File: src/mtg_pkg.sv
// Shared types, constants and the tempering function of the MT19937 generator.
`timescale 1ns / 1ps

package mtg_pkg;

    // Word and state-memory geometry.
    localparam int WORD_W   = 32;
    localparam int MT_WORDS = 624;
    localparam int MT_SHIFT = 397;
    localparam int MT_TAIL  = MT_WORDS - MT_SHIFT;
    localparam int ADDR_W   = $clog2(MT_WORDS);

    // Default depth of the request queue between front and back.
    localparam int QUEUE_DEPTH_DEF = 2;

    typedef logic [WORD_W-1:0] word_t;
    typedef logic [ADDR_W-1:0] addr_t;

    // Algorithm constants.
    localparam word_t SEED_RESET   = 32'd5489;
    localparam word_t MT_INIT_MULT = 32'd1812433253;
    localparam word_t MT_MATRIX    = 32'd2567483615;
    localparam word_t MT_TEMPER_B  = 32'd2636928640;
    localparam word_t MT_TEMPER_C  = 32'd4022730752;
    localparam addr_t LAST_ADDR    = addr_t'(MT_WORDS - 1);
    localparam addr_t SHIFT_ADDR   = addr_t'(MT_SHIFT);
    localparam addr_t TAIL_ADDR    = addr_t'(MT_TAIL);

    // One queued request as seen by the back end.
    typedef struct packed {
        logic valid;
        logic need_seed;
    } cmd_t;

    // Back-end sequencer states.
    typedef enum logic [1:0] {
        B_IDLE,
        B_SEED,
        B_READ,
        B_TWIST
    } back_state_t;

    // Output tempering of one state word.
    function automatic word_t temper(input word_t w);
        word_t y;
        y = w;
        y = y ^ (y >> 11);
        y = y ^ ((y << 7) & MT_TEMPER_B);
        y = y ^ ((y << 15) & MT_TEMPER_C);
        y = y ^ (y >> 18);
        return y;
    endfunction

endpackage

File: src/mtg_front.sv
// Front end: seed register, request classification and the request queue.
`timescale 1ns / 1ps

module mtg_front #(
    parameter int QUEUE_DEPTH = mtg_pkg::QUEUE_DEPTH_DEF
) (
    input  logic          clk,
    input  logic          rst_n,
    input  logic          cfg_valid,
    output logic          cfg_ready,
    input  mtg_pkg::word_t seed_value,
    input  logic          in_valid,
    output logic          in_ready,
    input  logic          reseed,
    output mtg_pkg::cmd_t cmd,
    input  logic          pop,
    output mtg_pkg::word_t seed_word
);
    import mtg_pkg::*;

    localparam int PTR_W = (QUEUE_DEPTH > 1) ? $clog2(QUEUE_DEPTH) : 1;
    localparam int CNT_W = $clog2(QUEUE_DEPTH + 1);
    localparam logic [PTR_W-1:0] PTR_LAST = PTR_W'(QUEUE_DEPTH - 1);
    localparam logic [CNT_W-1:0] CNT_FULL = CNT_W'(QUEUE_DEPTH);

    word_t              seed_reg;
    logic               seeded_reg;
    logic [QUEUE_DEPTH-1:0] entry_reg;
    logic [PTR_W-1:0]   wr_ptr_reg;
    logic [PTR_W-1:0]   rd_ptr_reg;
    logic [CNT_W-1:0]   count_reg;
    logic               push;

    // The seed register takes a beat in any cycle.
    assign cfg_ready = 1'b1;
    assign seed_word = seed_reg;

    always_ff @(posedge clk or negedge rst_n)
    begin
        if (!rst_n)
        begin
            seed_reg <= SEED_RESET;
        end
        else if (cfg_valid)
        begin
            seed_reg <= seed_value;
        end
    end

    // A request needs a seeding walk if it asks for one or nothing was seeded yet.
    assign in_ready = (count_reg != CNT_FULL);
    assign push     = in_valid && in_ready;

    assign cmd.valid     = (count_reg != '0);
    assign cmd.need_seed = entry_reg[rd_ptr_reg];

    always_ff @(posedge clk)
    begin
        if (push)
        begin
            entry_reg[wr_ptr_reg] <= reseed || !seeded_reg;
        end
    end

    // Queue pointers, fill count and the seeded flag.
    always_ff @(posedge clk or negedge rst_n)
    begin
        if (!rst_n)
        begin
            seeded_reg <= 1'b0;
            wr_ptr_reg <= '0;
            rd_ptr_reg <= '0;
            count_reg  <= '0;
        end
        else
        begin
            if (push)
            begin
                seeded_reg <= 1'b1;
                wr_ptr_reg <= (wr_ptr_reg == PTR_LAST) ? '0 : wr_ptr_reg + 1'b1;
            end
            if (pop)
            begin
                rd_ptr_reg <= (rd_ptr_reg == PTR_LAST) ? '0 : rd_ptr_reg + 1'b1;
            end
            if (push && !pop)
            begin
                count_reg <= count_reg + 1'b1;
            end
            else if (pop && !push)
            begin
                count_reg <= count_reg - 1'b1;
            end
        end
    end

endmodule

File: config.mk
export PLATFORM = sky130hd
export DESIGN_NAME = mtg_front
export DESIGN_NICKNAME = d
export VERILOG_FILES = /design/src/mtg_pkg.sv /design/src/mtg_front.sv
export SDC_FILE = /design/constraint.sdc
export NUM_CORES = 1
export LEC_CHECK = 0
export ABC_AREA = 1
export BUFFER_PORTS_ARGS = -buffer_cell sky130_fd_sc_hd__buf_2
export CAP_MARGIN = 20
export CORE_ASPECT_RATIO = 2
export CORE_MARGIN = 2
export CORE_UTILIZATION = 42
export DETAILED_ROUTE_END_ITERATION = 6
export PLACE_DENSITY = 0.75
export RECOVER_POWER = 25
export SYNTH_ARGS = -nofsm -noshare
export SYNTH_HDL_FRONTEND = slang
export SYNTH_SLANG_ARGS = --single-unit
File: constraint.sdc
create_clock -name clk -period 1.4 [get_ports clk]
set_input_delay 0.35 -clock clk [delete_from_list [all_inputs] [get_ports clk]]
set_output_delay 0.35 -clock clk [all_outputs]
set_load 0.1 [all_outputs]
==> summary.md <==
| Metric | Value |
|---|---|
| Critical Path Sink Type | `primary output` |
| #FFs+latches synth | `39` |
| Number of flip-flops in the largest register | `32` |
| Number of flops mapped to enable cells by yosys | `2` |
| Post-Syn Nets | `142` |
| Switching share of power | `a little over two fifths` |
| Sequential share of the synthesized area | `59.02%` |
| Post-synthesis cell type count | `18` |
| DR WL/cell | `16.31 um` |
| Die width | `48.79 um` |
| Layout cells sized above 1 | `73.44%` |
| Number of nets in the layout | `230` |
| Yosys top cell by area | `dfrtp_1` |
| Core area | `3844 um^2` |
| Netlist Area Pre-Place | `1685 um^2` |
| Crit path DAT | `between 1 and 1.5 ns` |
| Clock network power share | `~16%` |
| Latest clock arrival within the worst-skew pair | `a little under 0.3 ns` |
| First-pass GRT wire length | `6361 um` |
| Bufs on Longest Clock Path | `2` |
| Met1 Use GR | `19.62%` |
| DRC Markers | `0` |
| Vias | `1146` |
| All-Layer GR Usage | `18.72%` |
| Period utilisation layout | `109.4%` |
| Max-Cap Viols | `0` |
| Hold buffer count at cts | `0` |
| Initial Util | `43.85%` |
| Number of DRC markers in iteration 0 | `18` |
| Final core utilization | `between 70% and 80%` |
| Net Sw Power | `1.966 mW` |
| Clock Skew | `just under 0.0009 ns` |
| GR Layer Usage met2 | `33.79%` |
| Internal | `2.630 mW` |
| Peak VDD IR | `~1.1 mV` |
| TritonCTS clock tree | `yes` |
| Syn-to-layout area delta | `66.37%` |
| DP Cell Count | `225` |
| Outcome | `complete, but fails checks` |
| WS Path Type | `flop to primary output` |
| Post-synthesis average cell area | `16.36 um^2` |
| Routed vias/inst | `4.716` |
| Sequential Power Share | `around 33%` |
| Crit Path Max Fanout | `2` |
| Final setup TNS | `-0.1923 ns` |
| Post-Layout Cell Count | `243` |
| RSZ-0062 raised after global routing | `yes` |
| Rel. slew slack | `39.95%` |
| Vias in the first global route | `1338` |
| Top Ports | `74` |
| Synth top cells by count | `30 x dfrtp_1, 30 x mux2_4, 8 x inv_1, 8 x nand2_1, 7 x dfstp_2` |
| Leak | `1.391 nW` |
| Post-layout min period | `~1.5 ns` |
| Port bufs | `72` |
| Final WS setup | `-0.1313 ns` |
| Die area | `4566 um^2` |
| Met3 GRT Util | `4.473%` |
| CP Data Required Time | `1.05 ns` |
| Fraction of registers with async set/reset | `94.87%` |
| Slew @ Worst Pin | `0.9007 ns` |
| Inserted Clock Buffers | `5` |
| CTS root buf | `clkbuf_8` |
| Post-synth top area share | `44.54%` |
| Pwr per Cell Area | `1639 nW/um^2` |
| Final Setup Violations | `3` |
| Post-route ant nets | `0` |
| Hold Path Class | `primary input to asynchronous set/reset pin` |
| Sink Count | `39` |
| Post-DP HPWL | `2896 um` |
| FP Rows | `32` |
| Post-DP Area | `2645 um^2` |
| Final wirelength | `about 4000 um` |
| Fillers | `256` |
| Top post-synthesis cells by area | `dfrtp_1 45%, mux2_4 27%, dfstp_2 11%, buf_12 3.6%, edfxtp_1 3.6%` |
| Max-slew violation count | `0` |
| Number of diodes | `0` |
| Comb power frac | `51.6%` |
| Remaining global-route overflow | `0` |
| Placer congestion estimate | `roughly 0.73` |
| DP Worst Slack | `-0.002419 ns` |
| Final instance area | `about 2800 um^2` |
| GRT Max-Usage Layer | `met2` |
| Ys Warns | `0` |
| Clk slew on worst S/H paths | `0.07 ns` |
| CTS HTree Levels | `2` |
| Die Ht | `93.59 um` |
| CP Launch Type | `flop` |
| Final Hold Vio Count | `0` |
| Failing checks | `setup timing` |
| Drt pass-1 iters | `4` |
| Max Clk Rate | `653.0 MHz` |
| Post-synthesis cell count | `a little over 100` |
| Pin count of the biggest net entering global routing | `38` |
| Top FF cell, synth | `dfrtp_1` |
| Initial antenna violation count | `0` |
cell type report:
class / instances / area, um^2 / area share, %
clock buffers: 7 / 76.32 / 2.722
clock inverters: 1 / 5.005 / 0.1785
inverters: 8 / 30.03 / 1.071
multi-input cells: 51 / 619.3 / 22.09
flip-flops and latches: 39 / 996.0 / 35.52
well taps: 51 / 63.81 / 2.276
repair buffers: 86 / 1013 / 36.14
per-stage QoR:
step                power, mW  hold slack (ns)
finish                  4.596           0.2620
detailed placement      3.716           0.3282
global route            4.780           0.2584
floorplan               2.889          0.05441
CTS                     4.563         0.009464
global placement        3.648           0.3265
path summary, 6_finish.rpt:
path,from,to,slack (ns),cells after the start
min in group clk,pop,rd_ptr_reg$_DFFE_PN0P_,0.26,2
max reg2reg,count_reg[0]$_DFFE_PN0P_,count_reg[1]$_DFFE_PN0P_,0.09,9
max in group asynchronous,rst_n,count_reg[1]$_DFFE_PN0P_,0.53,2
max,rd_ptr_reg$_DFFE_PN0P_,cmd[0],-0.13,2
min,rst_n,seed_word[20]$_DFFE_PN0P_,0.26,2
min reg2reg,seeded_reg$_DFFE_PN0N_,seeded_reg$_DFFE_PN0N_,0.45,2
cells by family (layout without fill, tap and decap cells):
kind of cell | count (synthesis) | count (layout) | share of synthesized area [%]
buffers and inverters | 13 | 102 | 6.459
XOR/XNOR | 3 | 3 | 1.559
other | 1 | 1 | 0.2225
adder cells (fa/ha/maj) | 1 | 1 | 0.7423
multiplexers | 33 | 33 | 28.73
flip-flops | 39 | 39 | 59.02
AND/OR/NAND/NOR | 13 | 13 | 3.267
layer usage:
metal  share of wire [%]  wire length (um)
met5                   0                 0
met4                 2.2                87
met3                 5.5               217
met2                  58              2306
met1                  34              1353
placed cells by master, fill, tap and decap left out, types with 3 or more instances in the layout:
master	Yosys	layout
buf_2	0	37
buf_12	3	37
mux2_4	30	31
dfrtp_1	30	29
buf_4	1	11
dfstp_2	7	7
inv_1	8	5
nand2_1	8	5
clkbuf_8	0	5
inv_2	0	3
power groups by stage:
stage | clock [mW] | combinational [mW] | sequential (mW)
4_1_cts | 0.751 | 2.31 | 1.50
6_report | 0.724 | 2.37 | 1.50
5_1_grt | 0.802 | 2.46 | 1.52
2_1_floorplan | 0 | 0.752 | 2.14
3_3_place_gp | 0 | 2.15 | 1.50
3_5_place_dp | 0 | 2.20 | 1.52
repair_timing:
action	CTS	global route
buffers inserted	6	4
endpoints found under the setup margin	6	9
cloned	0	0
resized for setup	3	2
pin swaps	0	2
worst max-delay path: stages (launching register included):
cell     delay [ns]
dfrtp_1        0.40
mux2_4         0.32
buf_12         0.17
Power figures use the tool's default switching activity.
